### src/rtl/core/cnfs_pkg.sv
// shared types, constants and the character classifier of the n-gram scorer
package cnfs_pkg;

	localparam int SUM_W   = 48;
	localparam int LEN_W   = 16;
	localparam int SCORE_W = 33;
	localparam int CODE_W  = 6;
	localparam int QUO_W   = 34;

	localparam logic [CODE_W-1:0] SEP_CODE    = 6'd63;
	localparam logic [CODE_W-1:0] USCORE_CODE = 6'd62;

	localparam logic OP_TRAIN = 1'b0;
	localparam logic OP_SCORE = 1'b1;

	localparam logic [1:0] STATUS_OK          = 2'd0;
	localparam logic [1:0] STATUS_MODEL_EMPTY = 2'd1;
	localparam logic [1:0] STATUS_TOO_LONG    = 2'd3;

	typedef struct packed {
		logic       op;
		logic [7:0] char_code;
		logic       last;
	} in_item_t;

	typedef struct packed {
		logic [SCORE_W-1:0] score;
		logic [SUM_W-1:0]   count_sum;
		logic [LEN_W-1:0]   word_length;
		logic [1:0]         status;
	} out_item_t;

	// control bits of one queued job
	typedef struct packed {
		logic op;
		logic sep;
		logic last;
	} job_ctl_t;

	typedef enum logic [2:0] {
		ST_CLEAR,
		ST_IDLE,
		ST_READ,
		ST_MUL,
		ST_DIV,
		ST_OUT
	} back_state_t;

	// byte to 6-bit class code
	function automatic logic [CODE_W-1:0] classify(input logic [7:0] b);
		logic [CODE_W-1:0] c;
		c = SEP_CODE;
		if (b >= 8'h30 && b <= 8'h39) begin
			c = CODE_W'(b - 8'h30);
		end else if (b >= 8'h41 && b <= 8'h5a) begin
			c = CODE_W'(b - 8'h41 + 8'd10);
		end else if (b >= 8'h61 && b <= 8'h7a) begin
			c = CODE_W'(b - 8'h61 + 8'd36);
		end else if (b == 8'h5f) begin
			c = USCORE_CODE;
		end
		return c;
	endfunction

endpackage

### src/rtl/core/cnfs_back.sv
// back end: histogram update, word accumulation, score division, result register
module cnfs_back
	import cnfs_pkg::*;
#(
	parameter int ORDER       = 3,
	parameter int COUNT_WIDTH = 32
) (
	input  logic                    clk,
	input  logic                    arst_n,
	input  logic                    q_valid,
	output logic                    q_pop,
	input  job_ctl_t                q_ctl,
	input  logic [CODE_W*ORDER-1:0] q_addr,
	output logic                    clearing,
	output logic                    ram_we,
	output logic [CODE_W*ORDER-1:0] ram_addr,
	output logic [COUNT_WIDTH-1:0]  ram_wdata,
	input  logic [COUNT_WIDTH-1:0]  ram_rdata,
	output logic                    empty,
	input  logic                    pop,
	output out_item_t               result
);

	localparam int AW    = CODE_W * ORDER;
	localparam int CW    = COUNT_WIDTH;
	localparam int PW    = CW + LEN_W;
	localparam int CMP_W = (PW + QUO_W - 1 > SUM_W + 32) ? PW + QUO_W - 1 : SUM_W + 32;
	localparam int SW    = ((CW > SUM_W) ? CW : SUM_W) + 1;
	localparam logic [SW-1:0]      SUM_MAX_X = SW'({SUM_W{1'b1}});
	localparam logic [QUO_W-1:0]   ONE_Q32   = QUO_W'(64'h1_0000_0000);
	localparam logic [5:0]         MUL_LAST  = 6'(LEN_W - 1);
	localparam logic [5:0]         DIV_LAST  = 6'(QUO_W - 1);

	back_state_t state_q, state_d;

	logic [AW-1:0]     clr_q;
	job_ctl_t          ctl_q;
	logic [AW-1:0]     addr_q;
	logic [CW-1:0]     total_q;
	logic [SUM_W-1:0]  sum_q;
	logic [LEN_W-1:0]  len_q;
	logic              ovf_q;
	logic [PW-1:0]     mcand_q;
	logic [LEN_W-1:0]  mplier_q;
	logic [PW-1:0]     acc_q;
	logic [5:0]        step_q;
	logic [CMP_W-1:0]  rem_q;
	logic [CMP_W-1:0]  dsh_q;
	logic [QUO_W-1:0]  quo_q;
	out_item_t         out_q;
	logic              out_valid_q;

	logic              cnt_full;
	logic [LEN_W-1:0]  len_next;
	logic              ovf_next;
	logic              add_en;
	logic [SW-1:0]     sum_ext;
	logic [SUM_W-1:0]  sum_next;
	logic [PW-1:0]     acc_next;
	logic              ge;
	logic              out_free;

	// word accumulation for a score character
	always_comb begin
		cnt_full = &ram_rdata;
		ovf_next = ovf_q;
		len_next = len_q;
		if (len_q == '1) begin
			ovf_next = 1'b1;
		end else begin
			len_next = len_q + 1'b1;
		end
		add_en   = ovf_next || (len_next >= LEN_W'(ORDER)) || ctl_q.last;
		sum_ext  = SW'(sum_q) + SW'(ram_rdata);
		sum_next = sum_q;
		if (add_en) begin
			sum_next = (sum_ext > SUM_MAX_X) ? SUM_MAX_X[SUM_W-1:0] : sum_ext[SUM_W-1:0];
		end
		acc_next = mplier_q[0] ? acc_q + mcand_q : acc_q;
		ge       = (rem_q >= dsh_q);
		out_free = !out_valid_q || pop;
	end

	// next state
	always_comb begin
		state_d = state_q;
		unique case (state_q)
			ST_CLEAR: begin
				if (clr_q == '1) begin
					state_d = ST_IDLE;
				end
			end
			ST_IDLE: begin
				if (q_valid) begin
					state_d = ST_READ;
				end
			end
			ST_READ: begin
				if (ctl_q.op == OP_SCORE && ctl_q.last) begin
					state_d = (total_q == '0 || ovf_next) ? ST_OUT : ST_MUL;
				end else begin
					state_d = ST_IDLE;
				end
			end
			ST_MUL: begin
				if (step_q == MUL_LAST) begin
					state_d = ST_DIV;
				end
			end
			ST_DIV: begin
				if (step_q == DIV_LAST) begin
					state_d = ST_OUT;
				end
			end
			ST_OUT: begin
				if (out_free) begin
					state_d = ST_IDLE;
				end
			end
			default: state_d = ST_IDLE;
		endcase
	end

	// state outputs: queue pop and ram port
	always_comb begin
		q_pop     = 1'b0;
		clearing  = 1'b0;
		ram_we    = 1'b0;
		ram_addr  = addr_q;
		ram_wdata = cnt_full ? ram_rdata : ram_rdata + 1'b1;
		unique case (state_q)
			ST_CLEAR: begin
				clearing  = 1'b1;
				ram_we    = 1'b1;
				ram_addr  = clr_q;
				ram_wdata = '0;
			end
			ST_IDLE: begin
				q_pop    = q_valid;
				ram_addr = q_addr;
			end
			ST_READ: begin
				ram_we = (ctl_q.op == OP_TRAIN) && !ctl_q.sep;
			end
			default: begin
			end
		endcase
	end

	// control registers
	always_ff @(posedge clk or negedge arst_n) begin
		if (!arst_n) begin
			state_q     <= ST_CLEAR;
			clr_q       <= '0;
			total_q     <= '0;
			sum_q       <= '0;
			len_q       <= '0;
			ovf_q       <= 1'b0;
			out_valid_q <= 1'b0;
		end else begin
			state_q <= state_d;
			if (state_q == ST_CLEAR) begin
				clr_q <= clr_q + 1'b1;
			end
			if (state_q == ST_READ) begin
				if (ctl_q.op == OP_TRAIN) begin
					sum_q <= '0;
					len_q <= '0;
					ovf_q <= 1'b0;
					if (!ctl_q.sep && total_q != '1) begin
						total_q <= total_q + 1'b1;
					end
				end else begin
					sum_q <= sum_next;
					len_q <= len_next;
					ovf_q <= ovf_next;
				end
			end
			if (state_q == ST_OUT && out_free) begin
				sum_q       <= '0;
				len_q       <= '0;
				ovf_q       <= 1'b0;
				out_valid_q <= 1'b1;
			end else if (pop) begin
				out_valid_q <= 1'b0;
			end
		end
	end

	// datapath registers: job latch, shift-add multiply, restoring divide, result
	always_ff @(posedge clk) begin
		if (state_q == ST_IDLE && q_valid) begin
			ctl_q  <= q_ctl;
			addr_q <= q_addr;
		end
		if (state_q == ST_READ) begin
			mcand_q  <= PW'(total_q);
			mplier_q <= len_next;
			acc_q    <= '0;
			step_q   <= '0;
		end
		if (state_q == ST_MUL) begin
			acc_q    <= acc_next;
			mcand_q  <= mcand_q << 1;
			mplier_q <= mplier_q >> 1;
			step_q   <= step_q + 1'b1;
			if (step_q == MUL_LAST) begin
				dsh_q  <= CMP_W'(acc_next) << (QUO_W - 1);
				rem_q  <= CMP_W'({sum_q, 32'b0});
				quo_q  <= '0;
				step_q <= '0;
			end
		end
		if (state_q == ST_DIV) begin
			if (ge) begin
				rem_q <= rem_q - dsh_q;
			end
			quo_q  <= {quo_q[QUO_W-2:0], ge};
			dsh_q  <= dsh_q >> 1;
			step_q <= step_q + 1'b1;
		end
		if (state_q == ST_OUT && out_free) begin
			out_q.count_sum   <= sum_q;
			out_q.word_length <= len_q;
			if (total_q == '0) begin
				out_q.score  <= '0;
				out_q.status <= STATUS_MODEL_EMPTY;
			end else if (ovf_q) begin
				out_q.score  <= '0;
				out_q.status <= STATUS_TOO_LONG;
			end else begin
				out_q.score  <= (quo_q > ONE_Q32) ? ONE_Q32[SCORE_W-1:0] : quo_q[SCORE_W-1:0];
				out_q.status <= STATUS_OK;
			end
		end
	end

	assign empty  = !out_valid_q;
	assign result = out_q;

endmodule

### config.mk
export PLATFORM = sky130hd
export DESIGN_NAME = cnfs_back
export DESIGN_NICKNAME = d
export VERILOG_FILES = /design/src/rtl/core/cnfs_pkg.sv /design/src/rtl/core/cnfs_back.sv
export SDC_FILE = /design/constraint.sdc
export NUM_CORES = 1
export LEC_CHECK = 0
export BUFFER_PORTS_ARGS = -buffer_cell sky130_fd_sc_hd__buf_2
export CORE_ASPECT_RATIO = 1.5
export CORE_MARGIN = 4
export CORE_UTILIZATION = 45
export CTS_BUF_LIST = sky130_fd_sc_hd__clkbuf_8
export DETAILED_ROUTE_END_ITERATION = 12
export GPL_TIMING_DRIVEN = 0
export SKIP_CTS_REPAIR_TIMING = 1
export SYNTH_ARGS = -nofsm -noshare
export SYNTH_HDL_FRONTEND = slang
export SYNTH_SLANG_ARGS = --single-unit
### constraint.sdc
create_clock -name clk -period 5.6 [get_ports clk]
set_input_delay 0.56 -clock clk [delete_from_list [all_inputs] [get_ports clk]]
set_output_delay 0.56 -clock clk [all_outputs]
set_load 0.1 [all_outputs]
==> reports/results.ini <==
[layout]
layout_commonest_cell = edfxtp_1
nFillCells = 6839
layout_common_cells = 350 x edfxtp_1, 342 x nand2_1, 338 x nor2_1, 273 x a21oi_1, 215 x buf_2
fin_area_sq_um = 37500
multi_input_area_sq_um = 16700
regArea_sq_um = 15200
syn2layout_area_growth_pct = 13.2
final_nets = 3941
drive_gt1_share_pct = 10.9

[sta]
setup_tns_ns = 0
finalHoldViolations = 0
slew_headroom_pct = 15.0
setup_viol = 0
whs_ns = 0.0358
drv_slew = 0
period_share_pct = 80.7
clock.fmax_mhz = 221
fin_crit_ns = 4.52
skew_ns = 0.0542
rsz0062_at_grt = no
worstMarginPinSlew_ns = 1.27
timing.final.ws_setup_ns = 1.08

[yosys]
synth-edff-count = 350
yosys_register_bits = 553
synth_seq_area_share_pct = 45.8
ys_warn_count = 0
ys_types = 90
synthFlopType = edfxtp_1
synthArstFlopShare_pct = 21.5
syn_area_sq_um = 33100
synthesis.nets = 3635
synthCells = 3408
synth_area_per_cell_sq_um = 9.71

[pwr]
p_int_uw = 9810
p_clk_share_pct = 21.1
power.sequential.fraction_pct = 33.3
ir_drop_v = 0.000545
p_sw_uw = 8210
cellPowerDensity_nw_per_um2 = 481
leakage_uw = 0.0163
combPwrFrac_pct = 45.6
switching_share_pct = 45.6

[routing]
antenna_left = 0
drc_errors = 0
m1WireLength_mm = 38.8
initialDrtViolationCount = 1621
vias = 26500
wl_met3_mm = 3.88
viasPerCell = 5.56
routed.top_layer = met4
first_pass_iters = 5
wire_per_inst_um = 20.1
routed_wl_mm = 96.0
routed-wl-met2_mm = 48.5

[clock_network]
clkTransAtPathRegs_ns = 0.06
root_buffer = clkbuf_8
tritoncts = built
clock_path_buffers = 3
cts_sinks = 553
cts_buffers = 88
htree_levels = 3
clock_latency_ns = 0.72

[hold_path]
min_from = q_ctl[1]
hold_class = input port to register

[setup_path]
critical_path_arrival_ns = 3.96
required_ns = 5.04
worstSetupStartpoint = ram_rdata[8]
cp-end-kind = primary output
r2r-start = state_q[2]
slowest_stage = nor3b_1
path_class = input port to primary output
critPathMaxStageDelay_ns = 0.56
path_max_fanout = 6
cp-start-kind = input port
crit_path_cell_trace = buf_2, and4_1, nand4_1, or4_1, nor2_1, nor3b_1, nand2_1, nor3_1, nand2_1, or3_1, a21oi_1, buf_2

[placed_design]
dp_hpwl_mm = 74.2
globalplace.congestion = 0.950
detailed_place.area_sq_um = 35500
post-place-ws_ns = 1.11
io_buffer_count = 209

[job]
maxCapViolCount = 0

[floorplan]
io_pins = 210
core_sq_um = 72800
die_area_sq_um = 78100
fp-row-count = 121
die_x_um = 229
dieHeight_um = 340
start_util_pct = 45.5

[global_route]
grt_pass1_vias = 26600
grt_use_total_pct = 24.1
grt_overflow = 0
antenna_found_initial = 2
grt_pass1_wl_mm = 150
grt_max_degree = 93

[run_status]
status = finished clean

## power by group through the flow
stage          registers [uW]  logic, uW  clock network, uW
2_1_floorplan            6610       5580                  0
3_5_place_dp             6080       8200                  0
5_1_grt                  6070       8960               4070
4_1_cts                  6010       8230               3900
6_report                 6000       8220               3800
3_3_place_gp             6200       8100                  0
## per-layer routing
layer	track usage, %	vias up
met1	28.0	12700
met3	3.19	207
met2	43.7	629
li1	-	13000
met4	11.3	0
met5	0	-
## state kept, by name, summed over array words and instances, names as in the netlist, 32 cells and up
register	count
dsh_q	81
sum_q	48
rem_q	81
total_q	32
mcand_q	48
result	99
quo_q	34
acc_q	48
## final timing paths
check                                     end  slack, ns  cells past startpoint
worst max-delay path            ram_wdata[31]       1.08                     12
worst min-delay path                 ctl_q[1]       0.04                      1
worst max register to register      dsh_q[37]       1.32                      8
worst min register to register      result[8]       0.46                      0
max in group asynchronous           sum_q[46]       4.48                      3
min in group asynchronous         total_q[30]       0.30                      2
## critical path: cells and delay by family
| kind | cells | cell delay [ns] |
|---|---|---|
| AO/OA/AOI/OAI | 1 | 0.14 |
| buffers and inverters | 2 | 0.60 |
| AND/OR/NAND/NOR | 9 | 2.65 |
## synth_stat cells, drive strengths merged (9+ instances only)
cell / number / share of area [%]
and3: 88 / 1.7
nor4: 28 / 0.55
mux2i: 204 / 6.2
dfxtp: 84 / 5.1
a21o: 101 / 2.3
edfxtp: 350 / 32
o211ai: 17 / 0.40
nor2: 339 / 3.9
nand4: 62 / 1.2
clkbuf: 112 / 1.3
xnor2: 129 / 3.4
or3: 29 / 0.55
a21oi: 274 / 4.2
a31oi: 26 / 0.54
inv: 142 / 1.6
xor2: 98 / 2.6
o21bai: 39 / 0.88
or2: 15 / 0.28
nor2b: 20 / 0.38
and4: 10 / 0.26
o21ai: 192 / 2.9
nand2b: 18 / 0.34
nand2: 343 / 3.9
o31ai: 11 / 0.26
and2: 50 / 0.94
a211oi: 15 / 0.34
o21a: 30 / 0.68
a31o: 9 / 0.24
buf: 36 / 1.0
nor3: 50 / 0.77
ha: 167 / 6.3
dfrtp: 119 / 9.0
nand3: 94 / 1.5
## area by class of cell
cell class              instances  area share (%)
plain buffers                 148            2.03
repair buffers                216            3.20
multi-input cells            2565            44.5
well taps                     984            3.29
clock buffers                  97            3.56
inverters                     142            1.42
flip-flops and latches        553            40.5
clock inverters                63            1.49
diodes                          1         0.00668
## per-stage QoR
stage               instances  utilization, %  power [uW]
global route             4769            51.4       19100
CTS                      4766            51.4       18100
global placement         4601            48.6       14300
floorplan                3408               -       12200
finish                   4769            51.4       18000
detailed placement       4606            48.8       14300
## cell families (layout without fill, tap and decap cells)
kind of cell / after synthesis / in the layout / share of synthesized area (%)
AND/OR/NAND/NOR: 1169 / 1169 / 16.7
XOR/XNOR: 227 / 227 / 6.01
multiplexers: 208 / 208 / 6.30
buffers and inverters: 290 / 666 / 3.89
other: 0 / 1 / 0
AO/OA/AOI/OAI: 791 / 791 / 14.8
adder cells (fa/ha/maj): 170 / 170 / 6.49
flip-flops: 553 / 553 / 45.8
Note: power is estimated with default switching activity, not from simulation.
