[config.mk]
export PLATFORM = sky130hd
export DESIGN_NAME = cnfs_front
export DESIGN_NICKNAME = d
export VERILOG_FILES = /design/src/rtl/core/cnfs_pkg.sv /design/src/rtl/core/cnfs_front.sv
export SDC_FILE = /design/constraint.sdc
export NUM_CORES = 1
export LEC_CHECK = 0
export ABC_CLOCK_PERIOD_IN_PS = 4190
export BUFFER_PORTS_ARGS = -buffer_cell sky130_fd_sc_hd__buf_2
export CAP_MARGIN = 10
export CELL_PAD_IN_SITES_DETAIL_PLACEMENT = 1
export CELL_PAD_IN_SITES_GLOBAL_PLACEMENT = 1
export CORE_ASPECT_RATIO = 0.8
export CORE_MARGIN = 2
export CORE_UTILIZATION = 54
export CTS_CLUSTER_DIAMETER = 40
export DETAILED_ROUTE_END_ITERATION = 8
export GPL_ROUTABILITY_DRIVEN = 0
export PLACE_DENSITY = 0.85
export REMOVE_ABC_BUFFERS = 1
export SLEW_MARGIN = 20
export SYNTH_ARGS = -nofsm -noshare
export SYNTH_HDL_FRONTEND = slang
export SYNTH_SLANG_ARGS = --single-unit
export TNS_END_PERCENT = 5
[constraint.sdc]
create_clock -name clk -period 4.19 [get_ports clk]
set_input_delay 0.838 -clock clk [delete_from_list [all_inputs] [get_ports clk]]
set_output_delay 0.838 -clock clk [all_outputs]
set_load 0.02 [all_outputs]
[src/rtl/core/cnfs_pkg.sv]
// shared types, constants and the character classifier of the n-gram scorer
package cnfs_pkg;

	localparam int SUM_W   = 48;
	localparam int LEN_W   = 16;
	localparam int SCORE_W = 33;
	localparam int CODE_W  = 6;
	localparam int QUO_W   = 34;

	localparam logic [CODE_W-1:0] SEP_CODE    = 6'd63;
	localparam logic [CODE_W-1:0] USCORE_CODE = 6'd62;

	localparam logic OP_TRAIN = 1'b0;
	localparam logic OP_SCORE = 1'b1;

	localparam logic [1:0] STATUS_OK          = 2'd0;
	localparam logic [1:0] STATUS_MODEL_EMPTY = 2'd1;
	localparam logic [1:0] STATUS_TOO_LONG    = 2'd3;

	typedef struct packed {
		logic       op;
		logic [7:0] char_code;
		logic       last;
	} in_item_t;

	typedef struct packed {
		logic [SCORE_W-1:0] score;
		logic [SUM_W-1:0]   count_sum;
		logic [LEN_W-1:0]   word_length;
		logic [1:0]         status;
	} out_item_t;

	// control bits of one queued job
	typedef struct packed {
		logic op;
		logic sep;
		logic last;
	} job_ctl_t;

	typedef enum logic [2:0] {
		ST_CLEAR,
		ST_IDLE,
		ST_READ,
		ST_MUL,
		ST_DIV,
		ST_OUT
	} back_state_t;

	// byte to 6-bit class code
	function automatic logic [CODE_W-1:0] classify(input logic [7:0] b);
		logic [CODE_W-1:0] c;
		c = SEP_CODE;
		if (b >= 8'h30 && b <= 8'h39) begin
			c = CODE_W'(b - 8'h30);
		end else if (b >= 8'h41 && b <= 8'h5a) begin
			c = CODE_W'(b - 8'h41 + 8'd10);
		end else if (b >= 8'h61 && b <= 8'h7a) begin
			c = CODE_W'(b - 8'h61 + 8'd36);
		end else if (b == 8'h5f) begin
			c = USCORE_CODE;
		end
		return c;
	endfunction

endpackage

[src/rtl/core/cnfs_front.sv]
// front end: classify characters, keep the rolling index, queue jobs
module cnfs_front
	import cnfs_pkg::*;
#(
	parameter int ORDER = 3
) (
	input  logic                  clk,
	input  logic                  arst_n,
	input  logic                  push,
	input  in_item_t              item,
	output logic                  full,
	input  logic                  clearing,
	output logic                  q_valid,
	input  logic                  q_pop,
	output job_ctl_t              q_ctl,
	output logic [CODE_W*ORDER-1:0] q_addr
);

	localparam int AW  = CODE_W * ORDER;
	localparam int EW  = $bits(job_ctl_t) + AW;
	localparam int QD  = 4;
	localparam int QPW = $clog2(QD);

	logic [AW-1:0]  idx_q;
	logic [EW-1:0]  entry_q [QD];
	logic [QPW-1:0] wr_ptr_q;
	logic [QPW-1:0] rd_ptr_q;
	logic [QPW:0]   cnt_q;

	logic              accept;
	logic [CODE_W-1:0] code;
	logic              sep;
	logic [AW-1:0]     next_addr;
	job_ctl_t          ctl;

	assign full   = clearing || (cnt_q == (QPW+1)'(QD));
	assign accept = push && !full;

	// classify and advance the rolling index
	always_comb begin
		code      = classify(item.char_code);
		sep       = (code == SEP_CODE);
		next_addr = {idx_q[AW-CODE_W-1:0], code};
		if (item.op == OP_TRAIN && sep) begin
			next_addr = '1;
		end
		ctl.op   = item.op;
		ctl.sep  = sep;
		ctl.last = item.last;
	end

	// rolling index, reset to all separators at end of text
	always_ff @(posedge clk or negedge arst_n) begin
		if (!arst_n) begin
			idx_q <= '1;
		end else if (accept) begin
			idx_q <= item.last ? '1 : next_addr;
		end
	end

	// job queue storage
	always_ff @(posedge clk) begin
		if (accept) begin
			entry_q[wr_ptr_q] <= {ctl, next_addr};
		end
	end

	// job queue pointers
	always_ff @(posedge clk or negedge arst_n) begin
		if (!arst_n) begin
			wr_ptr_q <= '0;
			rd_ptr_q <= '0;
			cnt_q    <= '0;
		end else begin
			if (accept) begin
				wr_ptr_q <= wr_ptr_q + 1'b1;
			end
			if (q_pop) begin
				rd_ptr_q <= rd_ptr_q + 1'b1;
			end
			cnt_q <= cnt_q + (QPW+1)'(accept) - (QPW+1)'(q_pop);
		end
	end

	assign q_valid = (cnt_q != '0);
	assign {q_ctl, q_addr} = entry_q[rd_ptr_q];

endmodule

==> out/qor.log, run 1 <==
[run_status] outcome finished, final reports clean
[timing] Worst slew margin 0.274
[layout] filler cell count 801
[flow_run] max-cap viol count 0
[clocking] post-CTS setup buffer count 0
[power] leakage dissipation 1.77 nW
[timing] RSZ-0062 raised after global routing false
[die] y dimension of the die 86.4 um
[grt] remaining global-route overflow 0
[worst_setup_path] master of the slowest instance on the critical path sky130_fd_sc_hd__or3b_2
[die] core region area 8370 um^2
[timing] setup skew after layout 8.76 ps
[layout] synth-to-layout area growth 10.6%
[drt] metal2 WL 4630 um
[drt] detail-routed via count per cell 5.75
[logic_synthesis] top cells by instance count after synthesis 84 x sky130_fd_sc_hd__edfxtp_1, 21 x sky130_fd_sc_hd__mux4_2, 19 x sky130_fd_sc_hd__inv_1, 15 x sky130_fd_sc_hd__nand2_1, 15 x sky130_fd_sc_hd__nor2_1
[worst_setup_path] kind of start point of the critical path primary input
[timing] number of hold violations in the final report 0
[clocking] cell at the root of the clock tree sky130_fd_sc_hd__clkbuf_8
[timing] transition time at the pin with the least slew margin 1090 ps
[logic_synthesis] number of enable-type register cells in the synthesized netlist 84
[timing] worst-case setup margin in the final layout 819 ps
[power] worst supply voltage drop on vdd 345 uV
[clocking] clock transition at the registers of the reported paths 100 ps
[worst_setup_path] largest driver fanout on the critical path 18
[drt] routed length on met3 327 um
[worst_setup_path] required time of the worst setup path 4270 ps
[place] post-placement worst setup slack 486 ps
[power] total power divided by cell area 559 nW/um^2
[logic_synthesis] Synth area leader sky130_fd_sc_hd__edfxtp_1
[place] DP HPWL 6430 um
[drt] First-pass DRT Iterations 4
[timing] total setup violations reported at the end of the flow 0
[layout] antenna diode instance count 0
[worst_setup_path] buffers and inverters on the worst path 3
[logic_synthesis] Seq cells post-synth 103
[die] die width 107 um
[drt] vias after detailed routing 2564
[grt] GRT Total Usage 0.220
[layout] net count of the finished layout 359
[timing] final setup TNS 0 ps
[logic_synthesis] proportion of synthesized chip area in sequential cells 0.658
[drt] routed wire length 9290 um
[drt] wire length the detailed router placed on met1 4240 um
[worst_setup_path] endpoint arrival time on the critical path 3460 ps
[die] std cell rows 30
[logic_synthesis] number of warnings reported in the yosys synthesis log 0
[drt] detailed-route DRC error count 0
[logic_synthesis] area share of the leading cell type in the synthesized netlist 0.551
[logic_synthesis] Post-Syn Area per Cell 16.0 um^2
[grt] largest net degree at the start of global routing 23
[layout] fraction of final layout cells with drive strength greater than 1 0.317
[timing] part of the cycle the worst path needs 0.805
[die] I/O pin cnt 38
[timing] count of pins over their slew limit 0
[logic_synthesis] most common cell in the netlist sky130_fd_sc_hd__edfxtp_1
[clocking] number of H-tree levels 3
[drt] number of antenna-violating nets in the routed design 0
[timing] achievable clock frequency 297 MHz
[drt] DRC violation total after the first TritonRoute iteration 139
[die] effective utilization at floorplan 0.547
[logic_synthesis] Unique masters post-synth 54
[clocking] TritonCTS clock tree done
[place] input/output buffers 37
[drt] final routed wire length divided by cell count 20.8 um
[clocking] maximum clock path buffer count 2
[layout] post-route insts no fill 446
[clocking] quantity of gates resized following cts 0
[worst_setup_path] delay contributed by the slowest stage of the critical path 500 ps
[timing] time the final worst path needs with I/O delays and setup 3370 ps
[worst_setup_path] critical path endpoint category flip-flop
[place] total instance count after detailed placement 431
[drt] top layer reached by signal wires met4
[grt] number of antenna violations at the first check in global routing 0
[worst_setup_path] CP delay by family, top simple AND/OR/NAND/NOR gates
[logic_synthesis] share of synthesized flip-flops with an asynchronous set or reset 0.184
[logic_synthesis] top post-synthesis cells by area sky130_fd_sc_hd__edfxtp_1 55%, sky130_fd_sc_hd__mux4_2 10%, sky130_fd_sc_hd__dfstp_2 6.9%
[worst_hold_path] class of the worst hold path in -> async
[die] Die Area 9240 um^2
[worst_setup_path] category of the most critical setup path in -> reg
[logic_synthesis] combined area of all synthesized cells 4580 um^2
[clocking] total of hold buffers inserted after clock tree synthesis 0
[clocking] total clock sinks 103
[grt] wire length of the first global-routing pass 14800 um
[grt] via count of the first global-routing pass 2788
[clocking] number of buffers created by CTS 9
[logic_synthesis] Top FF cell, synth sky130_fd_sc_hd__edfxtp_1
[logic_synthesis] cells after synthesis 287
[worst_setup_path] ordered list of cells on the worst path buf_2, inv_1, ha_1, nor4b_2, or3b_2, a21oi_2, a31oi_1, a22oi_1, inv_2, nand4_4, nand2b_1
[clocking] clock latency at the later pin of the worst-skew pair 360 ps
-- cells by family (layout without fill, tap and decap cells) --
family / count (synthesis) / after routing / synth area share
muxes: 21 / 21 / 0.103
AOI/OAI and AO/OA: 48 / 48 / 0.0792
and+or+nand+nor: 63 / 63 / 0.0773
buffers and inverters: 32 / 79 / 0.0309
adders and majority gates: 14 / 14 / 0.0399
xor gates and xnor gates: 6 / 6 / 0.0115
DFF: 103 / 103 / 0.658
-- area by class of cell --
type | count | area (um^2) | share of cell area
Inverter | 21 | 78.8 | 0.0156
Clock inverter | 6 | 55.1 | 0.0109
Timing Repair Buffer | 43 | 230 | 0.0454
Sequential cell | 103 | 3010 | 0.595
Tap cell | 112 | 140 | 0.0277
Multi-Input combinational cell | 152 | 1430 | 0.281
Clock buffer | 9 | 124 | 0.0245
-- cells in the final DEF, fill, tap and decap left out, types with 3 or more instances in the layout --
| cell type | instances |
|---|---|
| sky130_fd_sc_hd__a22oi_1 | 5 |
| sky130_fd_sc_hd__dfrtp_1 | 7 |
| sky130_fd_sc_hd__and2_1 | 3 |
| sky130_fd_sc_hd__mux4_2 | 21 |
| sky130_fd_sc_hd__ha_1 | 13 |
| sky130_fd_sc_hd__dfstp_2 | 12 |
| sky130_fd_sc_hd__nand2_1 | 15 |
| sky130_fd_sc_hd__o21a_1 | 4 |
| sky130_fd_sc_hd__buf_4 | 6 |
| sky130_fd_sc_hd__a211oi_1 | 3 |
| sky130_fd_sc_hd__clkbuf_8 | 9 |
| sky130_fd_sc_hd__xnor2_1 | 5 |
| sky130_fd_sc_hd__a21oi_1 | 8 |
| sky130_fd_sc_hd__a31oi_1 | 8 |
| sky130_fd_sc_hd__inv_1 | 19 |
| sky130_fd_sc_hd__and3_1 | 4 |
| sky130_fd_sc_hd__edfxtp_1 | 84 |
| sky130_fd_sc_hd__buf_2 | 37 |
| sky130_fd_sc_hd__nand3_1 | 3 |
| sky130_fd_sc_hd__nand2b_1 | 7 |
| sky130_fd_sc_hd__o21ai_0 | 3 |
| sky130_fd_sc_hd__nor2_1 | 15 |
-- sequential cells by signal, indices dropped and copies added, names as in the netlist --
register,cells
idx_q,12
cnt_q,3
entry_q,84
wr_ptr_q,2
rd_ptr_q,2
-- path summary, 6_finish.rpt --
path / endpoint / slack (ps) / depth (start not counted) / from
worst min register to register: idx_q[8]$_DFFE_PN1P_ / 520 / 2 / idx_q[8]$_DFFE_PN1P_
worst max register to register: cnt_q[2]$_DFF_PN0_ / 1410 / 11 / cnt_q[1]$_DFF_PN0_
max in group asynchronous: idx_q[1]$_DFFE_PN1P_ / 3450 / 1 / arst_n
min in group clk: idx_q[8]$_DFFE_PN1P_ / 520 / 2 / idx_q[8]$_DFFE_PN1P_
worst max-delay path: entry_q[0][17]$_DFFE_PP_ / 820 / 11 / item[1]
worst min-delay path: cnt_q[2]$_DFF_PN0_ / 400 / 1 / arst_n
-- metal layers --
| layer | track usage | vias to the layer above |
|---|---|---|
| met3 | 0.0639 | 10 |
| met4 | 0.0614 | 0 |
| li1 | - | 1183 |
| met2 | 0.361 | 51 |
| met1 | 0.292 | 1320 |
| met5 | 0 | - |
-- power by group --
group	total, W	switching [W]	internal [W]
Clock	0.000574	0.000351	0.000223
Sequential	0.00138	0.000110	0.00127
Combinational	0.000877	0.000498	0.000380
Total	0.00283	0.000959	0.00188
-- metrics by stage --
stage | hold WS, ps | power [W] | area, um^2 | utilization
2_1_floorplan | 470 | 0.00199 | 4520 | -
3_5_place_dp | 515 | 0.00230 | 4890 | 0.584
3_3_place_gp | 497 | 0.00226 | 4890 | 0.584
4_1_cts | 396 | 0.00287 | 5070 | 0.605
6_report | 398 | 0.00283 | 5070 | 0.605
5_1_grt | 406 | 0.00298 | 5070 | 0.605
Note: power is estimated with default switching activity, not from simulation.
==> inputs of run 2 (changes only) <==
--- a/config.mk
+++ b/config.mk
@@ -5,18 +5,18 @@
 export SDC_FILE = /design/constraint.sdc
 export NUM_CORES = 1
 export LEC_CHECK = 0
-export ABC_CLOCK_PERIOD_IN_PS = 4190
+export ABC_CLOCK_PERIOD_IN_PS = 2700
 export BUFFER_PORTS_ARGS = -buffer_cell sky130_fd_sc_hd__buf_2
 export CAP_MARGIN = 10
 export CELL_PAD_IN_SITES_DETAIL_PLACEMENT = 1
 export CELL_PAD_IN_SITES_GLOBAL_PLACEMENT = 1
 export CORE_ASPECT_RATIO = 0.8
 export CORE_MARGIN = 2
-export CORE_UTILIZATION = 54
+export CORE_UTILIZATION = 45
 export CTS_CLUSTER_DIAMETER = 40
 export DETAILED_ROUTE_END_ITERATION = 8
 export GPL_ROUTABILITY_DRIVEN = 0
-export PLACE_DENSITY = 0.85
+export PLACE_DENSITY = 0.76
 export REMOVE_ABC_BUFFERS = 1
 export SLEW_MARGIN = 20
 export SYNTH_ARGS = -nofsm -noshare
==> constraint.sdc (replaced) <==
create_clock -name clk -period 2.7 [get_ports clk]
set_input_delay 0.54 -clock clk [delete_from_list [all_inputs] [get_ports clk]]
set_output_delay 0.54 -clock clk [all_outputs]
set_load 0.02 [all_outputs]
==> out/qor.log, run 2 (synthesized netlist as in run 1, its figures left out) <==
[run_status] outcome finished with violations
[run_status] violated checks negative setup slack
[power] power after layout 0.00508 W
[layout] fraction of final layout cells with drive strength greater than 1 0.437
[timing] worst-case setup margin in the final layout -34.7 ps
[grt] remaining global-route overflow 0
[place] DP HPWL 7150 um
[layout] antenna diode instance count 0
[clocking] number of buffers created by CTS 9
[layout] filler cell count 951
[worst_setup_path] endpoint arrival time on the critical path 2990 ps
[timing] Worst slew margin 0.408
[clocking] TritonCTS clock tree done
[drt] vias after detailed routing 2842
[timing] setup skew after layout 8.40 ps
[die] core region area 9770 um^2
[layout] flip-flop count of the largest register, all copies and words added 84
[die] I/O pin cnt 38
[worst_setup_path] critical path endpoint category flip-flop
[grt] wire length of the first global-routing pass 17000 um
[worst_hold_path] class of the worst hold path in -> async
[clocking] total of hold buffers inserted after clock tree synthesis 0
[layout] Largest Register entry_q
[timing] total setup violations reported at the end of the flow 1
[timing] count of pins over their slew limit 0
[drt] detailed-route DRC error count 0
[worst_setup_path] required time of the worst setup path 2950 ps
[clocking] clock latency at the later pin of the worst-skew pair 340 ps
[timing] time the final worst path needs with I/O delays and setup 2730 ps
[worst_setup_path] kind of start point of the critical path primary input
[timing] achievable clock frequency 366 MHz
[worst_setup_path] category of the most critical setup path in -> reg
[clocking] clock transition at the registers of the reported paths 70 ps
[layout] multi-input logic area 1590 um^2
[timing] part of the cycle the worst path needs 1.01
[die] Die Area 11000 um^2
[power] worst supply voltage drop on vdd 419 uV
[clocking] number of H-tree levels 3
[drt] detail-routed via count per cell 5.51
[die] y dimension of the die 94.2 um
[power] total power divided by cell area 881 nW/um^2
[layout] net count of the finished layout 404
[die] effective utilization at floorplan 0.469
[grt] largest net degree at the start of global routing 22
[clocking] cell at the root of the clock tree sky130_fd_sc_hd__clkbuf_16
[drt] First-pass DRT Iterations 4
[grt] number of antenna violations at the first check in global routing 0
[drt] DRC violation total after the first TritonRoute iteration 265
[layout] top library cells by usage in the layout, fill and taps aside 84 x sky130_fd_sc_hd__edfxtp_1, 45 x sky130_fd_sc_hd__buf_4, 37 x sky130_fd_sc_hd__buf_2, 21 x sky130_fd_sc_hd__mux4_2, 19 x sky130_fd_sc_hd__inv_1
[drt] final routed wire length divided by cell count 22.0 um
[layout] biggest registers after layout entry_q: 84 flops, idx_q: 12 flops, cnt_q: 3 flops
[grt] GRT Total Usage 0.215
[die] die width 117 um
[place] input/output buffers 37
[layout] Seq. cell area 3010 um^2
[clocking] total clock sinks 103
[drt] routed wire length 11400 um
[layout] synth-to-layout area growth 26.0%
[clocking] maximum clock path buffer count 2
[worst_setup_path] largest driver fanout on the critical path 8
[timing] final setup TNS -34.7 ps
[power] leakage dissipation 2.12 nW
[timing] number of hold violations in the final report 0
[die] std cell rows 32
[layout] most common cell after layout, fill and taps aside sky130_fd_sc_hd__edfxtp_1
[timing] transition time at the pin with the least slew margin 884 ps
[drt] number of antenna-violating nets in the routed design 0
[grt] via count of the first global-routing pass 3012
[layout] utilization after layout 0.590
[flow_run] max-cap viol count 0
## run 2: path summary, 6_finish.rpt
check                                     start                       to  slack (ps)  depth (start not counted)
max in group asynchronous                arst_n     idx_q[8]$_DFFE_PN1P_        2210                          1
hold / removal                           arst_n  wr_ptr_q[0]$_DFFE_PN0P_         140                          1
min in group clk                          q_pop  rd_ptr_q[0]$_DFFE_PN0P_         410                          2
setup reg to reg             cnt_q[1]$_DFF_PN0_       cnt_q[2]$_DFF_PN0_         440                         11
hold reg to reg            idx_q[8]$_DFFE_PN1P_     idx_q[8]$_DFFE_PN1P_         530                          2
setup / recovery                        item[1]     idx_q[9]$_DFFE_PN1P_         -30                         12
## run 2: where the power goes
group,total (W),internal [W],switching (W)
registers,0.00211,0.00198,0.000129
clock network,0.00137,0.000811,0.000559
logic,0.00160,0.000703,0.000901
total,0.00508,0.00349,0.00159
## run 2: layer usage
layer | vias to the layer above | global-route usage | routed length (um)
met3 | 15 | 0.0458 | 666
met2 | 89 | 0.347 | 5610
li1 | 1280 | - | -
met5 | - | 0 | 0
met4 | 0 | 0.0725 | 166
met1 | 1458 | 0.292 | 4920
## run 2: cell type report
class,instances,area share
clock buffers,10,0.0397
repair buffers,86,0.105
well taps,136,0.0295
inverters,21,0.0137
flip-flops and latches,103,0.522
multi-input cells,154,0.275
clock inverters,6,0.0148
## run 2: per-stage QoR
step | setup slack, ps | hold WS [ps] | std cells | area (um^2)
floorplan | -79.0 | 244 | 276 | 4520
global placement | -316 | 486 | 495 | 5240
detailed placement | -497 | 496 | 495 | 5240
CTS | -4.96 | 135 | 512 | 5590
global route | -51.2 | 141 | 516 | 5770
finish | -34.7 | 141 | 516 | 5770
## run 2: critical path, cell delays in order
cell	delay [ps]
sky130_fd_sc_hd__buf_2	140
sky130_fd_sc_hd__inv_1	110
sky130_fd_sc_hd__ha_2	210
sky130_fd_sc_hd__nor4b_4	220
sky130_fd_sc_hd__or3b_4	210
sky130_fd_sc_hd__a21oi_4	90
sky130_fd_sc_hd__or4_4	520
sky130_fd_sc_hd__a21oi_4	260
sky130_fd_sc_hd__buf_4	180
sky130_fd_sc_hd__nand4_4	80
sky130_fd_sc_hd__buf_12	170
sky130_fd_sc_hd__a31oi_1	250
## run 2: repair_timing
action | CTS | global route
endpoints found under the setup margin | 50 | 58
pin swaps | 1 | 5
buffers inserted | 0 | 3
gates resized for setup | 4 | 22
gates cloned | 1 | 1
==> inputs of run 3 (changes only) <==
--- a/config.mk
+++ b/config.mk
@@ -11,7 +11,7 @@
 export CELL_PAD_IN_SITES_DETAIL_PLACEMENT = 1
 export CELL_PAD_IN_SITES_GLOBAL_PLACEMENT = 1
 export CORE_ASPECT_RATIO = 0.8
-export CORE_MARGIN = 2
+export CORE_MARGIN = 4
 export CORE_UTILIZATION = 45
 export CTS_CLUSTER_DIAMETER = 40
 export DETAILED_ROUTE_END_ITERATION = 8
==> out/qor.log, run 3 (synthesized netlist as in run 1, its figures left out) <==
[layout] fraction of final layout cells with drive strength greater than 1 0.395
[worst_setup_path] endpoint arrival time on the critical path 2800 ps
[clocking] post-CTS setup buffer count 0
[timing] time the final worst path needs with I/O delays and setup 2620 ps
[grt] remaining global-route overflow 0
[layout] multi-input logic area 1500 um^2
[power] power share of the clock group 0.270
[layout] top library cells by usage in the layout, fill and taps aside 84 x sky130_fd_sc_hd__edfxtp_1, 41 x sky130_fd_sc_hd__buf_4, 37 x sky130_fd_sc_hd__buf_2, 21 x sky130_fd_sc_hd__mux4_2, 19 x sky130_fd_sc_hd__inv_1
[place] input/output buffers 37
[clocking] total clock sinks 103
[layout] antenna diode instance count 0
[worst_hold_path] class of the worst hold path in -> async
[power] total power divided by cell area 891 nW/um^2
[layout] synth-to-layout area growth 22.8%
[die] effective utilization at floorplan 0.469
[die] Die Area 11900 um^2
[layout] net count of the finished layout 399
[layout] most common cell after layout, fill and taps aside sky130_fd_sc_hd__edfxtp_1
[timing] final setup TNS 0 ps
[power] power share of the sequential group 0.422
[layout] final design instance area without fill 5620 um^2
[worst_setup_path] master of the slowest instance on the critical path sky130_fd_sc_hd__or4_1
[clocking] number of H-tree levels 3
[timing] setup skew after layout 5.88 ps
[drt] routed wire length 10700 um
[power] net switching power 0.00155 W
[layout] flip-flop count of the largest register, all copies and words added 84
[grt] GRT Total Usage 0.188
[clocking] TritonCTS clock tree done
[worst_setup_path] delay contributed by the slowest stage of the critical path 540 ps
[power] leakage dissipation 2.04 nW
[worst_setup_path] largest driver fanout on the critical path 7
[worst_setup_path] ordered list of cells on the worst path buf_2, inv_1, ha_1, nor4b_2, or3b_2, a21oi_4, or4_1, a21oi_4, nand4_2, nand2_1
[grt] number of antenna violations at the first check in global routing 0
[power] combinational share of power 0.308
[timing] Worst slew margin 0.568
[layout] filler cell count 960
[clocking] clock latency at the later pin of the worst-skew pair 350 ps
[layout] biggest registers after layout entry_q: 84 flops, idx_q: 12 flops, cnt_q: 3 flops
[worst_setup_path] critical path endpoint category flip-flop
[drt] vias after detailed routing 2809
[grt] wire length of the first global-routing pass 16600 um
[clocking] maximum clock path buffer count 2
[power] switching part of the total power 0.308
[die] I/O pin cnt 38
[timing] number of hold violations in the final report 0
[worst_setup_path] depth of the worst register-to-register path 11
[die] core region area 9770 um^2
[layout] Largest Register entry_q
[worst_setup_path] category of the most critical setup path in -> reg
[drt] detailed-route DRC error count 0
[die] std cell rows 32
[run_status] outcome finished, final reports clean
[layout] Seq. cell area 3010 um^2
[die] y dimension of the die 98.2 um
[place] DP HPWL 7150 um
[grt] largest net degree at the start of global routing 22
[place] area after detailed placement 5240 um^2
[drt] number of antenna-violating nets in the routed design 0
[power] worst supply voltage drop on vdd 594 uV
[grt] via count of the first global-routing pass 2947
[timing] part of the cycle the worst path needs 0.969
[drt] final routed wire length divided by cell count 20.8 um
[timing] RSZ-0062 raised after global routing true
[drt] detail-routed via count per cell 5.50
[worst_setup_path] kind of start point of the critical path primary input
[timing] achievable clock frequency 382 MHz
[worst_setup_path] required time of the worst setup path 2880 ps
[clocking] cell at the root of the clock tree sky130_fd_sc_hd__clkbuf_16
[timing] count of pins over their slew limit 0
[die] die width 121 um
[worst_setup_path] worst reg2reg setup slack 450 ps
[drt] First-pass DRT Iterations 4
[clocking] clock transition at the registers of the reported paths 60 ps
[clocking] number of buffers created by CTS 9
[power] P_int 0.00347 W
[drt] DRC violation total after the first TritonRoute iteration 169
[timing] total setup violations reported at the end of the flow 0
[layout] utilization after layout 0.576
[timing] transition time at the pin with the least slew margin 646 ps
[flow_run] max-cap viol count 0
[worst_setup_path] cell with the most instances on the worst path sky130_fd_sc_hd__a21oi_4
-- run 3: worst max-delay path, delay by kind of cell --
kind,cells,cell delay (ps)
simple gates,5,1490
compound gates,2,380
fa+ha+maj,1,200
buf+inv,2,170
-- run 3: path summary, 6_finish.rpt --
| check | startpoint | end |
|---|---|---|
| max | item[2] | entry_q[1][7]$_DFFE_PP_ |
| min | arst_n | wr_ptr_q[1]$_DFFE_PN0P_ |
| max reg2reg | cnt_q[1]$_DFF_PN0_ | cnt_q[2]$_DFF_PN0_ |
| min reg2reg | idx_q[6]$_DFFE_PN1P_ | idx_q[6]$_DFFE_PN1P_ |
| max in group asynchronous | arst_n | idx_q[3]$_DFFE_PN1P_ |
| min in group clk | q_pop | rd_ptr_q[0]$_DFFE_PN0P_ |
-- run 3: area by class of cell --
class,instances,area share
sequential,103,0.536
multi-input combinational,154,0.266
timing repair buffer,81,0.0983
clock buffer,10,0.0407
tap,136,0.0303
clock inverter,6,0.0149
inverter,21,0.0140
-- run 3: power by group through the flow --
stage | registers [W] | logic (W) | clock network, W
6_report | 0.00211 | 0.00154 | 0.00135
3_3_place_gp | 0.00213 | 0.00151 | 0
5_1_grt | 0.00214 | 0.00168 | 0.00145
3_5_place_dp | 0.00215 | 0.00155 | 0
4_1_cts | 0.00212 | 0.00156 | 0.00139
2_1_floorplan | 0.00218 | 0.000906 | 0
-- run 3: repair_timing --
action,in CTS,in global routing
cloned,0,2
pin swaps,0,4
hold buffers,0,0
setup endpoints to repair,8,58
gates resized for setup,2,6
-- run 3: through the flow --
| stage | cells | worst slack, ps | total power [W] | hold WS [ps] |
|---|---|---|---|---|
| 3_3_place_gp | 493 | -302 | 0.00364 | 491 |
| 5_1_grt | 511 | -19.5 | 0.00526 | 152 |
| 6_report | 511 | 83.8 | 0.00501 | 138 |
| 2_1_floorplan | 276 | -79.0 | 0.00308 | 244 |
| 4_1_cts | 509 | 7.53 | 0.00507 | 139 |
| 3_5_place_dp | 493 | -536 | 0.00370 | 492 |
-- run 3: metal layers --
metal / GRT usage / vias up / wire length (um)
met5: 0 / - / 0
met1: 0.258 / 1454 / 4630
met4: 0.0366 / 0 / 122
li1: - / 1276 / -
met2: 0.301 / 69 / 5340
met3: 0.0562 / 10 / 557
